**config.mk**
```make
export PLATFORM = sky130hd
export DESIGN_NAME = mps_lane
export DESIGN_NICKNAME = d
export VERILOG_FILES = /design/src/hw/rtl/mps_pkg.sv /design/src/hw/rtl/mps_lane.sv
export SDC_FILE = /design/constraint.sdc
export NUM_CORES = 1
export LEC_CHECK = 0
export BUFFER_PORTS_ARGS = -buffer_cell sky130_fd_sc_hd__buf_2
export CAP_MARGIN = 20
export CORE_MARGIN = 10
export CORE_UTILIZATION = 56
export DETAILED_ROUTE_END_ITERATION = 6
export GPL_TIMING_DRIVEN = 1
export PLACE_DENSITY_LB_ADDON = 0.05
export SLEW_MARGIN = 10
export SYNTH_ARGS = -nofsm -noshare
export SYNTH_HDL_FRONTEND = slang
export SYNTH_SLANG_ARGS = --single-unit
export TNS_END_PERCENT = 30
```
**constraint.sdc**
```tcl
create_clock -name i_clk -period 4.9 [get_ports i_clk]
set_clock_uncertainty 0.15 [all_clocks]
set_input_delay 0.245 -clock i_clk [delete_from_list [all_inputs] [get_ports i_clk]]
set_output_delay 0.245 -clock i_clk [all_outputs]
set_load 0.01 [all_outputs]
```
**src/hw/rtl/mps_pkg.sv**
```systemverilog
// shared types, constants and helpers of the medoid pixel selector
package mps_pkg;

    localparam int SAMPLE_W      = 16;
    localparam int SAMPLE_FIELDS = 8;
    localparam int SUM_W         = 20;
    localparam int CLIP_W        = 3;
    localparam int CNT_W         = 4;
    localparam int MEM_W         = SAMPLE_W + SUM_W;
    localparam int CFG_IDX_W     = 3;
    localparam int CFG_DATA_W    = 17;
    localparam int DIFF_W        = 17;
    localparam int THRESH_W      = 16;

    typedef logic [SAMPLE_W-1:0] t_sample;
    typedef logic [SUM_W-1:0]    t_sum;
    typedef t_sample [SAMPLE_FIELDS-1:0] t_samples;

    // per-stage load enables shared by the datapath modules
    typedef struct packed {
        logic ld1;
        logic ld2;
        logic ld3;
        logic ld4;
        logic go4;
    } t_pipe_ctl;

    // configuration register indexes
    typedef enum logic [CFG_IDX_W-1:0] {
        CFG_CLIP_COUNT    = 3'd0,
        CFG_DIFF_THRESH   = 3'd1,
        CFG_UPDATE_THRESH = 3'd2,
        CFG_NEW_BIAS      = 3'd3,
        CFG_REF_ENABLE    = 3'd4,
        CFG_REF_CLIP      = 3'd5
    } t_cfg_idx;

    // absolute difference of two samples
    function automatic t_sample f_absdiff(t_sample a, t_sample b);
        return (a > b) ? (a - b) : (b - a);
    endfunction

endpackage

```
**src/hw/rtl/mps_lane.sv**
```systemverilog
// one lane: sum of absolute differences of its clip against the other active clips
module mps_lane #(
    parameter int LANE  = 0,
    parameter int LANES = 8
) (
    input  logic               i_clk,
    input  mps_pkg::t_pipe_ctl i_ctl,
    input  mps_pkg::t_samples  i_samples,
    input  logic [3:0]         i_active,
    output mps_pkg::t_sum      o_sum
);
    import mps_pkg::*;

    t_sample r_diff [LANES];
    t_sample n_diff [LANES];
    t_sum    r_sum;
    t_sum    n_sum;

    // pairwise differences, masked to active clips other than this one
    always_comb begin
        for (int c = 0; c < LANES; c++) begin
            if (c != LANE && CNT_W'(c) < i_active) begin
                n_diff[c] = f_absdiff(i_samples[LANE], i_samples[c]);
            end else begin
                n_diff[c] = '0;
            end
        end
    end

    always_ff @(posedge i_clk) begin
        if (i_ctl.ld1) begin
            r_diff <= n_diff;
        end
    end

    // accumulate the lane sum
    always_comb begin
        n_sum = '0;
        for (int c = 0; c < LANES; c++) begin
            n_sum = n_sum + SUM_W'(r_diff[c]);
        end
    end

    always_ff @(posedge i_clk) begin
        if (i_ctl.ld2) begin
            r_sum <= n_sum;
        end
    end

    assign o_sum = r_sum;

endmodule

```
Word level (Yosys, flattened, before mapping)
Cells that the tools add are included.
- register bits after elaboration: 132
- input port bits: 138
- output and inout port bits: 20
- logic and storage cells: 49
- $add $sub $neg: 20
- $lt $le $gt $ge: 14
- mux-type cells: 7
- operators by type and width (kind ; count):
    $sub 16x16->16 ; 14
    $gt 16x16->1 ; 7
    $mux 16 ; 7
    $add 20x16->20 ; 2
    $add 19x16->20 ; 1
    $add 18x16->19 ; 1
    $add 17x16->18 ; 1
    $add 16x16->17 ; 1
    $lt 3x4->1 const A ; 4
    $lt 2x4->1 const A ; 2
    $lt 1x4->1 const A ; 1

Depth between registers and ports, before layout
- depth in word-level cells: 6
- depth in mapped cells: 18
- mapped depth without buffers: 18

Worst setup path before layout
Ideal clock, no wire load.
- kind: register to register
- from: reg r_diff[7] in the netlist's numbering
- to: reg r_sum[18] (netlist: o_sum[18]) (data pin)
- setup time: 270 ps
- data arrival time: 4461 ps
- required time: 4480 ps
- slack: 18 ps
- stages on the path, launching flop included: 18
- buffers on the path: 0
- clock period less this slack: 4882 ps
- cells stage by stage: edfxtp_1 > inv_1 > fa_1 > inv_1 > fa_1 > fa_1 > inv_1 > fa_1 > inv_1 > ha_1 > a2111oi_0 > o21ai_0 > a31o_2 > a31oi_1 > nor2b_1 > o21a_1 > o41ai_2 > o21ai_0
- longest elaborated chain between the ends: 1
- RTL lines (element ; RTL line ; source):
    start: declaration ; mps_lane.sv:14 ; t_sample r_diff [LANES];
    start signal: assignment ; mps_lane.sv:32 ; r_diff <= n_diff;
    $add 20x16->20 ; mps_lane.sv:40 ; n_sum = n_sum + SUM_W'(r_diff[c]);
    named net n_sum[18] ; mps_lane.sv:17 ; t_sum n_sum;
    end signal: assignment ; mps_lane.sv:46 ; r_sum <= n_sum;
    end: declaration ; mps_lane.sv:16 ; t_sum r_sum;
The timed path passes the listed nets, and every way through them passes these cells.
A chain may end at the register's enable or synchronous reset.

Worst setup path after layout
- from: reg r_diff[7] in the netlist's numbering
- to: reg r_sum[16] (netlist: o_sum[16]) (data pin)
The elaborated chain is that of the path after synthesis.

==> flow_metrics.env <==
export IMPL_ioPinCount=158
export IMPL_status="finished, final reports clean"
export IMPL_design_area_um2=19400
export IMPL_cts_buffer_depth=2
export IMPL_final_common_cell="inv_1"
export IMPL_finalSetupViolCount=0
export IMPL_async_flop_share_pct=0
export IMPL_syn_area_um2=17400
export IMPL_cts_hold_buf=0
export IMPL_path_clk_slew_ps=70
export IMPL_grt_antenna_before_repair=0
export IMPL_synth_top_area_share_pct=22.6
export IMPL_start_util_pct=56.8
export IMPL_min_path_type="primary input to flop"
export IMPL_setup_tns_ps=0
export IMPL_portBuffers=153
export IMPL_antennaDiodeCount=0
export IMPL_clock_sinks=131
export IMPL_yosysWarnings=0
export IMPL_grt_pass1_wl_um=86900
export IMPL_tightest_slew_ps=1040
export IMPL_syn_num_nets=2479
export IMPL_rrSetupSlack_ps=60
export IMPL_synth_top_cell_by_area="edfxtp_1"
export IMPL_die_w_um=196
export IMPL_fillCellCount=2740
export IMPL_die_area_um2=38500
export IMPL_cts_tree="yes"
export IMPL_root_buffer="clkbuf_16"
export IMPL_rows=64
export IMPL_h_tree_depth=4
export IMPL_cp_arrival_ps=4870
export IMPL_gr_usage_all_layers_pct=29.5
export IMPL_final_cell_mix="inv_1 (333), ha_1 (235), nor2_1 (171)"
export IMPL_core_um2=30600
export IMPL_final_max_slew_viol_count=0
export IMPL_worstPathMaxFanout=2
export IMPL_synth_seq_area_share_pct=22.6
export IMPL_layout_nets=2633
export IMPL_required_ps=4930
export IMPL_drt_iter0_drc=1463
export IMPL_ys_types=77
export IMPL_relSlewSlack_pct=30.6
export IMPL_syn_area_per_cell_um2=8.65
export IMPL_min_period_ps=4840
export IMPL_grt_pass1_vias=14894
export IMPL_path_class="flop to flop"
export IMPL_drive_above_1_share_pct=13.4
export IMPL_synth_flop_cell="edfxtp_1"
export IMPL_hpwlAfterDp_um=45900
export IMPL_grt_max_degree=77
export IMPL_powerDensity_nw_per_um2=658
export IMPL_grt_overflow_total=0
export IMPL_hold_end="r_diff[0]$_SDFFCE_PN0P_"
export IMPL_ys_seq_elements=131
export IMPL_routabilityCongestion=0.980
export IMPL_vias=15332
export IMPL_synth_edf_count=131
export IMPL_fmax_ghz=0.206
export IMPL_hold_viol_final=0
export IMPL_wl_per_cell_um=22.6
export IMPL_drc=0
export IMPL_viasPerCell=5.96
export IMPL_critPathLaunchType="flop"
export IMPL_dieHeight_um=196
export IMPL_hold_depth=3
export IMPL_numCtsBuffers=17
export IMPL_area_growth_pct=11.8
export IMPL_final_util_pct=63.5
export IMPL_cp_end_kind="flop"
export IMPL_hold_start="i_samples[112]"
export IMPL_antenna_left=0
export IMPL_firstDrtPassIters=6
export IMPL_r2r_end="o_sum[16]$_DFFE_PP_"
export IMPL_reg2reg_depth=17
export IMPL_clk_latency_ps=440
export IMPL_rsz0062_at_grt="yes"
export IMPL_cap_violations=0
export IMPL_peakVddDrop_mv=1.06
export IMPL_synth_area_top_cells="edfxtp_1 (23%), ha_1 (17%), fa_1 (11%)"
export IMPL_placed_area_um2=18700
export IMPL_drt_wl_total_um=58200
export IMPL_syn_inst=2011
export IMPL_period_share_pct=98.8
export IMPL_leakage_nw=9.45
export IMPL_reg2reg_from="r_diff[7]$_SDFFCE_PN0P_"
Yosys cell counts, types with 3 or more instances:
master	instances
buf_2	28
nor3_1	43
or3_1	16
and3_1	13
a31o_2	7
nor4_1	3
and2_1	19
o21ai_0	89
nand3_1	14
a21oi_1	149
buf_4	5
clkbuf_1	42
nand2b_1	21
inv_1	336
o41ai_1	8
fa_1	92
a221oi_1	16
nand3b_1	3
o2111ai_1	3
nor2b_1	42
o221ai_1	3
a211oi_1	32
o21ai_1	5
o21a_1	26
mux2i_1	35
o21bai_1	22
a21boi_0	3
nor2_1	171
nor3b_1	3
a21o_1	59
a221o_1	3
ha_1	238
o211ai_1	16
nand2_1	86
a31oi_1	33
or2_2	5
edfxtp_1	131
xor2_1	35
a211o_1	6
nand4_1	19
mux2_2	6
xnor2_1	72
a311oi_1	3
o31ai_1	8
area by class of cell:
| cell class | count | area (µm²) | area share (%) |
|---|---|---|---|
| clock buffers | 17 | 425 | 2.19 |
| clock inverters | 15 | 146 | 0.753 |
| inverters | 336 | 1260 | 6.49 |
| multi-input cells | 1467 | 11900 | 61.5 |
| flip-flops and latches | 131 | 3930 | 20.2 |
| well taps | 396 | 495 | 2.55 |
| repair buffers | 212 | 1220 | 6.30 |
worst max path at each step:
stage	startpoint	to	slack, ps	cells after the start
after floorplan	r_diff[7]$_SDFFCE_PN0P_	o_sum[18]$_DFFE_PP_	20	17
after global placement	r_diff[7]$_SDFFCE_PN0P_	o_sum[18]$_DFFE_PP_	-370	17
after detailed placement	r_diff[7]$_SDFFCE_PN0P_	o_sum[18]$_DFFE_PP_	-420	17
after CTS	r_diff[7]$_SDFFCE_PN0P_	o_sum[16]$_DFFE_PP_	-20	17
after global routing	r_diff[7]$_SDFFCE_PN0P_	o_sum[16]$_DFFE_PP_	-60	17
final	r_diff[7]$_SDFFCE_PN0P_	o_sum[16]$_DFFE_PP_	60	17
metrics by stage:
step	power [mW]	cells	hold WS, ps	setup slack (ps)
detailed placement	10.5	2540	385	-418
global placement	10.2	2540	395	-366
finish	12.8	2574	106	56.6
CTS	12.2	2572	104	-20.7
global route	13.8	2574	133	-59.7
floorplan	7.95	2011	207	18.5
logic make-up after synthesis:
group | Yosys count | share of synthesized area, %
compound gates | 516 | 19.3
fa+ha+maj | 330 | 27.7
xor+xnor | 107 | 5.39
flops | 131 | 22.6
mux | 42 | 2.47
simple gates | 471 | 13.1
buf+inv | 413 | 9.31
other cells | 1 | 0.0216
per-layer routing:
layer | GRT usage [%] | vias up | wire (µm)
met3 | 4.83 | 111 | 4410
met2 | 48.3 | 651 | 26900
met5 | 0 | - | 0
li1 | - | 7192 | -
met1 | 38.2 | 7378 | 24400
met4 | 11.7 | 0 | 2490
power breakdown:
group	total (mW)	internal (mW)	switching (mW)	leakage [nW]
logic	9.47	4.27	5.20	7.92
clock network	1.28	0.711	0.572	0.265
registers	2.03	1.95	0.0810	1.27
state kept, by name, summed over array words and instances (netlist names):
register,flops
r_diff,112
o_sum,19
repair_timing:
action,in CTS,in global routing
buffers inserted,0,1
pin swaps,6,14
endpoints found under the setup margin,5,4
resized for setup,11,13
worst max-delay path, cell delays in order, from the launching register on:
cell and delay, ps:
edfxtp_1 340, inv_2 40, fa_1 530, inv_1 60, fa_1 500, fa_1 500
inv_1 50, fa_1 490, inv_2 50, ha_4 220, a2111oi_4 360, o21ai_1 150
a31o_2 290, a31oi_4 160, nor2b_1 60, o21a_2 240, o41ai_4 270, xnor2_1 110
No activity file was read; power rests on OpenSTA's default activity.
