[config.mk]
export PLATFORM = sky130hd
export DESIGN_NAME = mps_merge
export DESIGN_NICKNAME = d
export VERILOG_FILES = /design/src/hw/rtl/mps_pkg.sv /design/src/hw/rtl/mps_merge.sv
export SDC_FILE = /design/constraint.sdc
export NUM_CORES = 1
export LEC_CHECK = 0
export ABC_AREA = 1
export BUFFER_PORTS_ARGS = -buffer_cell sky130_fd_sc_hd__buf_2
export CAP_MARGIN = 20
export CORE_MARGIN = 8
export CORE_UTILIZATION = 55
export CTS_CLUSTER_DIAMETER = 100
export DETAILED_ROUTE_END_ITERATION = 10
export PLACE_DENSITY = 0.95
export RECOVER_POWER = 25
export SETUP_SLACK_MARGIN = 0.05
export SLEW_MARGIN = 20
export SYNTH_ARGS = -nofsm -noshare
export SYNTH_HDL_FRONTEND = slang
export SYNTH_SLANG_ARGS = --single-unit
[constraint.sdc]
create_clock -name i_clk -period 43.4 [get_ports i_clk]
set_input_delay 8.68 -clock i_clk [delete_from_list [all_inputs] [get_ports i_clk]]
set_output_delay 8.68 -clock i_clk [all_outputs]
set_load 0.02 [all_outputs]
[src/hw/rtl/mps_pkg.sv]
// shared types, constants and helpers of the medoid pixel selector
package mps_pkg;

    localparam int SAMPLE_W      = 16;
    localparam int SAMPLE_FIELDS = 8;
    localparam int SUM_W         = 20;
    localparam int CLIP_W        = 3;
    localparam int CNT_W         = 4;
    localparam int MEM_W         = SAMPLE_W + SUM_W;
    localparam int CFG_IDX_W     = 3;
    localparam int CFG_DATA_W    = 17;
    localparam int DIFF_W        = 17;
    localparam int THRESH_W      = 16;

    typedef logic [SAMPLE_W-1:0] t_sample;
    typedef logic [SUM_W-1:0]    t_sum;
    typedef t_sample [SAMPLE_FIELDS-1:0] t_samples;

    // per-stage load enables shared by the datapath modules
    typedef struct packed {
        logic ld1;
        logic ld2;
        logic ld3;
        logic ld4;
        logic go4;
    } t_pipe_ctl;

    // configuration register indexes
    typedef enum logic [CFG_IDX_W-1:0] {
        CFG_CLIP_COUNT    = 3'd0,
        CFG_DIFF_THRESH   = 3'd1,
        CFG_UPDATE_THRESH = 3'd2,
        CFG_NEW_BIAS      = 3'd3,
        CFG_REF_ENABLE    = 3'd4,
        CFG_REF_CLIP      = 3'd5
    } t_cfg_idx;

    // absolute difference of two samples
    function automatic t_sample f_absdiff(t_sample a, t_sample b);
        return (a > b) ? (a - b) : (b - a);
    endfunction

endpackage

[src/hw/rtl/mps_merge.sv]
// merge stage: picks the active lane with the smallest sum, lowest index on a tie
module mps_merge #(
    parameter int LANES = 8
) (
    input  logic                        i_clk,
    input  mps_pkg::t_pipe_ctl          i_ctl,
    input  mps_pkg::t_sum               i_sums [LANES],
    input  logic [3:0]                  i_active,
    output logic [mps_pkg::CLIP_W-1:0]  o_best_idx,
    output mps_pkg::t_sum               o_best_sum
);
    import mps_pkg::*;

    logic [CLIP_W-1:0] r_best_idx;
    logic [CLIP_W-1:0] n_best_idx;
    t_sum              r_best_sum;
    t_sum              n_best_sum;

    // lane 0 is always active; strict compare keeps the lowest index on ties
    always_comb begin
        n_best_idx = '0;
        n_best_sum = i_sums[0];
        for (int r = 1; r < LANES; r++) begin
            if (CNT_W'(r) < i_active && i_sums[r] < n_best_sum) begin
                n_best_sum = i_sums[r];
                n_best_idx = CLIP_W'(r);
            end
        end
    end

    always_ff @(posedge i_clk) begin
        if (i_ctl.ld3) begin
            r_best_idx <= n_best_idx;
            r_best_sum <= n_best_sum;
        end
    end

    assign o_best_idx = r_best_idx;
    assign o_best_sum = r_best_sum;

endmodule

# ---- Word level (Yosys, flattened, before mapping)
# Cells that the tools add are included.
dict set report word_totals {
  out_inout_bits 23
  input_bits 170
  word_cells 40
  regBits 23
}
dict set report classes {
  reduce_logical 9
  magnitude_cmp 14
  muxes 13
}
# operator n
set ops {}
lappend ops {{20-bit less-than comparator} 7}
lappend ops {{20-bit 2-to-1 mux} 7}
lappend ops {{3-bit by 4-bit less-than comparator with 1-bit output, first input constant} 4}
lappend ops {{2-bit by 4-bit less-than comparator with 1-bit output, first input constant} 2}
lappend ops {{1-bit logical AND} 7}
lappend ops {{3-bit 2-to-1 mux} 2}
lappend ops {{1-bit by 4-bit less-than comparator with 1-bit output, first input constant} 1}
lappend ops {{2-bit 2-to-1 mux} 2}
lappend ops {{4-bit OR reduction} 1}
lappend ops {{1-bit 2-to-1 mux} 2}
lappend ops {{2-bit OR reduction} 1}

# ---- Logic depth before layout (Yosys ltp)
dict set report logic_depth {
  word_depth 21
  ltp_mapped 89
  depth_no_buf 79
}

# ---- Least setup slack after synthesis
# No wires, ideal clock.
dict set report synth_timing {
  path_type {input to register}
  start {input port i_sums[159] in the netlist's numbering}
  end {register r_best_sum[13], in the netlist o_best_sum[13], data pin}
  setup_time_ns 0.252
  arrival_ns 19.882
  required_ns 43.148
  setup_slack_ns 23.266
  n_path_buf 12
  cell_stages 76
  path_cell_list {inv_1 > ha_1 > nand2_2 > nor2_2 > nand2_2 > nor2_2 > nand2_2 > nand3_2 > buf_4 > clkbuf_1 > o21ai_0 > ha_1 > nand2_1 > nor3_1 > nand3_1 > nor2_1 > nand2_2 > nand3_2 > [40 not listed] > a21oi_1 > nor2_1 > nand2_4 > inv_1 > clkbuf_1 > o21ai_0 > inv_1 > ha_1 > a21oi_1 > o21ai_0 > a21oi_1 > o211a_1 > nor2_1 > a2111oi_0 > nand2_4 > buf_6 > nand2_1 > nand2_1}
}
dict set report synth_via {
  elab_chain_len 21
}
# element line_no
set synth_lines {}
lappend synth_lines {{start, declared} mps_merge.sv:7} ;# input mps_pkg::t_sum i_sums [LANES],
lappend synth_lines {{20-bit less-than comparator} mps_merge.sv:24} ;# if (CNT_W'(r) < i_active && i_sums[r] < n_best_sum) begin
lappend synth_lines {{1-bit logical AND} mps_merge.sv:24}
lappend synth_lines {{20-bit 2-to-1 mux (*)} mps_merge.sv:24}
lappend synth_lines {{20-bit less-than comparator} mps_merge.sv:24}
lappend synth_lines {{1-bit logical AND} mps_merge.sv:24}
lappend synth_lines {{20-bit 2-to-1 mux (*)} mps_merge.sv:24}
lappend synth_lines {{20-bit less-than comparator} mps_merge.sv:24}
lappend synth_lines {{1-bit logical AND} mps_merge.sv:24}
lappend synth_lines {{[6 not listed]} n/a}
lappend synth_lines {{20-bit 2-to-1 mux (*)} mps_merge.sv:24}
lappend synth_lines {{20-bit less-than comparator} mps_merge.sv:24}
lappend synth_lines {{1-bit logical AND} mps_merge.sv:24}
lappend synth_lines {{20-bit 2-to-1 mux (*)} mps_merge.sv:24}
lappend synth_lines {{20-bit less-than comparator} mps_merge.sv:24}
lappend synth_lines {{1-bit logical AND} mps_merge.sv:24}
lappend synth_lines {{20-bit 2-to-1 mux (*)} mps_merge.sv:24}
lappend synth_lines {{net n_best_sum[13]} mps_merge.sv:17} ;# t_sum n_best_sum;
lappend synth_lines {{end signal, assigned} mps_merge.sv:34} ;# r_best_sum <= n_best_sum;
lappend synth_lines {{end, declared} mps_merge.sv:16} ;# t_sum r_best_sum;
# The timed path passes the listed nets; every way through them passes the cells marked *.
# A chain may end at the register's enable or synchronous reset.

# ---- Worst setup path after layout
dict set report layout_timing {
  start {input port i_sums[139] in the netlist's numbering}
  end {register r_best_idx[2], in the netlist o_best_idx[2], data pin}
}
dict set report layout_via {
  elab_chain_len 21
  word_cells_on_any_way 22
  cone_classes {7 x order compare; 7 x mux; 8 x reduce/logical}
}
# element line_no
set layout_lines {}
lappend layout_lines {{20-bit less-than comparator} mps_merge.sv:24}
lappend layout_lines {{1-bit logical AND} mps_merge.sv:24}
lappend layout_lines {{20-bit 2-to-1 mux (*)} mps_merge.sv:24}
lappend layout_lines {{20-bit less-than comparator} mps_merge.sv:24}
lappend layout_lines {{1-bit logical AND} mps_merge.sv:24}
lappend layout_lines {{20-bit 2-to-1 mux (*)} mps_merge.sv:24}
lappend layout_lines {{20-bit less-than comparator} mps_merge.sv:24}
lappend layout_lines {{1-bit logical AND} mps_merge.sv:24}
lappend layout_lines {{[5 not listed]} n/a}
lappend layout_lines {{1-bit logical AND} mps_merge.sv:24}
lappend layout_lines {{20-bit 2-to-1 mux} mps_merge.sv:24}
lappend layout_lines {{20-bit less-than comparator} mps_merge.sv:24}
lappend layout_lines {{1-bit logical AND} mps_merge.sv:24}
lappend layout_lines {{20-bit 2-to-1 mux} mps_merge.sv:24}
lappend layout_lines {{20-bit less-than comparator} mps_merge.sv:24}
lappend layout_lines {{1-bit logical AND} mps_merge.sv:24}
lappend layout_lines {{4-bit OR reduction (no line)} n/a}
lappend layout_lines {{end signal, assigned} mps_merge.sv:33} ;# r_best_idx <= n_best_idx;
lappend layout_lines {{end, declared} mps_merge.sv:14} ;# logic [CLIP_W-1:0] r_best_idx;
# Every way passes the cells marked *; elsewhere a longest branch is shown, timed or not.

==> flow_summary.toml <==
[run_status]
outcome = "finished clean"

[place]
gpl.final_weighted_congestion = 0.872
numPortBuffers = 188
place.detailed.hpwl_mm = 14.5
placement.cell_area_um2 = 6630
pre_cts_slack_ns = 19.84

[clock_network]
tritoncts = "yes"
clock_tree_sinks = 23
cts_hold_buffers = 0
clockBufferDepth = 2
clk_pin_slew_worst_paths_ns = 0.08
clock-root-buffer = "sky130_fd_sc_hd__clkbuf_8"
number_of_levels_the_h_tree_was_split_into = 1
postCtsResizedCells = 0
cts_buffers = 3
postCtsSetupRepairBufs = 0

[die]
core_um2 = 10200
core.rowCount = 37
chipWidth_um = 118
ios = 193
initial_util_pct = 55.7
floorplan.die_area_um2 = 13800
die_height_um = 118

[routing]
drc_errors = 0
route.final.wire_length_mm = 15.9
drt_pass1_iterations = 5
dr_total_vias = 6340
first_iter_violations = 472
routed_wire_length_per_instance_um = 13.4
route.antenna.remaining_nets = 0
avgViaCountPerCell = 5.35

[logic_synthesis]
synth_cell_type_count = 38
ys_warn_count = 0
synthesized_netlist_cell_count = 884
synth_enable_flop_cells = 23
proportion_of_synthesized_chip_area_in_sequential_cells_pct = 12.2
netlist_area_um2 = 5670
postSynth.asyncResetShare_pct = 0
most_instantiated_flip_flop_cell_in_the_synthesis_netlist = "sky130_fd_sc_hd__edfxtp_1"
synth_area_per_cell_um2 = 6.42
syn_nets = 1183
yosys_register_bits = 23

[worst_setup_path]
critical_path_required_ns = 43.40
crit_top_cell = "sky130_fd_sc_hd__a21oi_1"
crit_type = "primary input to register"
timing.critical_path.arrival_ns = 23.33
crit_path_end_kind = "register"
critical_path.startpoint_type = "primary input"
crit_path_max_delay_cell_type = "sky130_fd_sc_hd__nand3_2"
worstSetupStartpoint = "i_sums[139]"
cp_slowest_stage_delay_ns = 0.61
path_max_fanout = 41

[flow_run]
max_cap_violations = 0

[layout]
mostFrequentLayoutCells = "sky130_fd_sc_hd__nand2_1 (273), sky130_fd_sc_hd__buf_2 (187), sky130_fd_sc_hd__ha_1 (129)"
fillers = 945
layout-area-overhead-vs-synth_pct = 17.8
multiInputGateArea_um2 = 4470
register_area_um2 = 691
drive_gt1_share_pct = 21.5
final_nets = 1348
mostFrequentLayoutCell = "sky130_fd_sc_hd__nand2_1"
fin_area_um2 = 6680

[power_and_ir_drop]
pwr-share-comb_pct = 79.8
total_switching_power_mw = 0.137
clock_network_fraction_of_total_power_pct = 5.1
internal_power_mw = 0.118
ir_drop_uv = 29.0
power.sequential.fraction_pct = 15.1
swShare_pct = 53.8
p_per_area_nw_per_um2 = 38.1
power.static_leakage_nw = 3.76

[timing]
drv_slew = 0
normalized_max_slew_margin_pct = 23.8
tightestPinTransition_ns = 1.14
fin_tns_setup_ns = 0
max_freq_mhz = 42.9
setup_slack_ns = 20.07
min_period_ns = 23.33
post-route-period-util_pct = 53.7
grt_setup_unrepaired = "false"
timing.final.hold_violations = 0
final-setup-viol-count = 0

[min_path]
timing.hold.worst.start = "i_sums[15]"
worstHoldPathType = "primary input to register"
hold_path_end = "o_best_sum[15]$_DFFE_PP_"
min_delay_path_depth = 3

[global_route]
antenna_found_initial = 1
globalRouteOverflowTotal = 0
overall_fraction_of_global_route_tracks_in_use_pct = 22.5
grt_first_pass_wirelength_mm = 26.7
first_global_vias = 6266
pin_count_of_the_biggest_net_entering_global_routing = 42
## kinds of logic after synthesis
logic type	share of synthesized area [%]
AND/OR/NAND/NOR	32.0
flip-flops	12.2
AO/OA/AOI/OAI	18.2
adder cells (fa/ha/maj)	28.5
buffers and inverters	9.15
## synth_stat cells, types with 2 or more instances
cell                         n  share of area, %
sky130_fd_sc_hd__edfxtp_1   23                12
sky130_fd_sc_hd__nand4_1    22               2.4
sky130_fd_sc_hd__a21o_1      5              0.66
sky130_fd_sc_hd__inv_1      92               6.1
sky130_fd_sc_hd__nand3_1    52               4.6
sky130_fd_sc_hd__o21ai_0   121                11
sky130_fd_sc_hd__nor2_2      2              0.22
sky130_fd_sc_hd__nand2_1   273                18
sky130_fd_sc_hd__ha_1      129                28
sky130_fd_sc_hd__nand3_2     4              0.71
sky130_fd_sc_hd__inv_2       3              0.20
sky130_fd_sc_hd__nor3_1      7              0.62
sky130_fd_sc_hd__o211ai_1    2              0.26
sky130_fd_sc_hd__a21oi_1    46               4.1
sky130_fd_sc_hd__buf_2       4              0.35
sky130_fd_sc_hd__nor4_1      2              0.22
sky130_fd_sc_hd__a211oi_1    7              0.93
sky130_fd_sc_hd__clkbuf_1   15              0.99
sky130_fd_sc_hd__buf_4       8               1.1
sky130_fd_sc_hd__nor2_1     29               1.9
sky130_fd_sc_hd__nand2_4     3              0.60
sky130_fd_sc_hd__nand2_2    19               2.1
## power groups by stage
stage | Sequential [mW] | Clock, mW | Combinational [mW]
after floorplan | 0.0503 | 0 | 0.145
after global placement | 0.0388 | 0 | 0.195
after detailed placement | 0.0390 | 0 | 0.203
after CTS | 0.0386 | 0.0130 | 0.203
after global routing | 0.0389 | 0.0140 | 0.236
final | 0.0384 | 0.0130 | 0.203
## worst max-delay path by stage
stage | end | slack (ns)
after floorplan | o_best_sum[13]$_DFFE_PP_ | 23.27
after global placement | o_best_idx[2]$_SDFFCE_PP1P_ | 20.10
after detailed placement | o_best_idx[0]$_SDFFCE_PP1P_ | 19.84
after CTS | o_best_idx[0]$_SDFFCE_PP1P_ | 20.11
after global routing | o_best_idx[1]$_SDFFCE_PP1P_ | 18.31
final | o_best_idx[2]$_SDFFCE_PP1P_ | 20.07
## metal layers
| metal | vias up | wire, µm | track usage, % |
|---|---|---|---|
| met1 | 2709 | 6410 | 24.5 |
| met5 | - | 8 | 0 |
| met4 | 2 | 367 | 6.97 |
| li1 | 3364 | - | - |
| met3 | 27 | 1510 | 6.28 |
| met2 | 238 | 7610 | 41.1 |
## critical path: cells and delay by family
kind | cells | cell delay, ns
buf+inv | 4 | 0.66
compound gates | 26 | 6.31
fa+ha+maj | 7 | 2.20
simple gates | 22 | 5.41
## state kept, by name, summed over array words and instances (netlist names)
signal	flops
o_best_sum	20
o_best_idx	3
## metrics by stage
stage | hold slack [ns] | cells | util (%) | power [mW]
2_1_floorplan | 8.79 | 884 | - | 0.196
5_1_grt | 8.74 | 1184 | 65.6 | 0.289
4_1_cts | 8.73 | 1184 | 65.6 | 0.255
3_3_place_gp | 9.00 | 1180 | 65.1 | 0.234
6_report | 8.73 | 1185 | 65.6 | 0.254
3_5_place_dp | 9.00 | 1180 | 65.1 | 0.242
## layout make-up
cell class	instances	share of cell area, %
Antenna cell	1	0.0375
Sequential cell	23	10.3
Timing Repair Buffer	189	14.2
Multi-Input combinational cell	737	66.9
Inverter	95	5.34
Tap cell	136	2.55
Clock buffer	4	0.674
(Power assumes the default switching activity.)
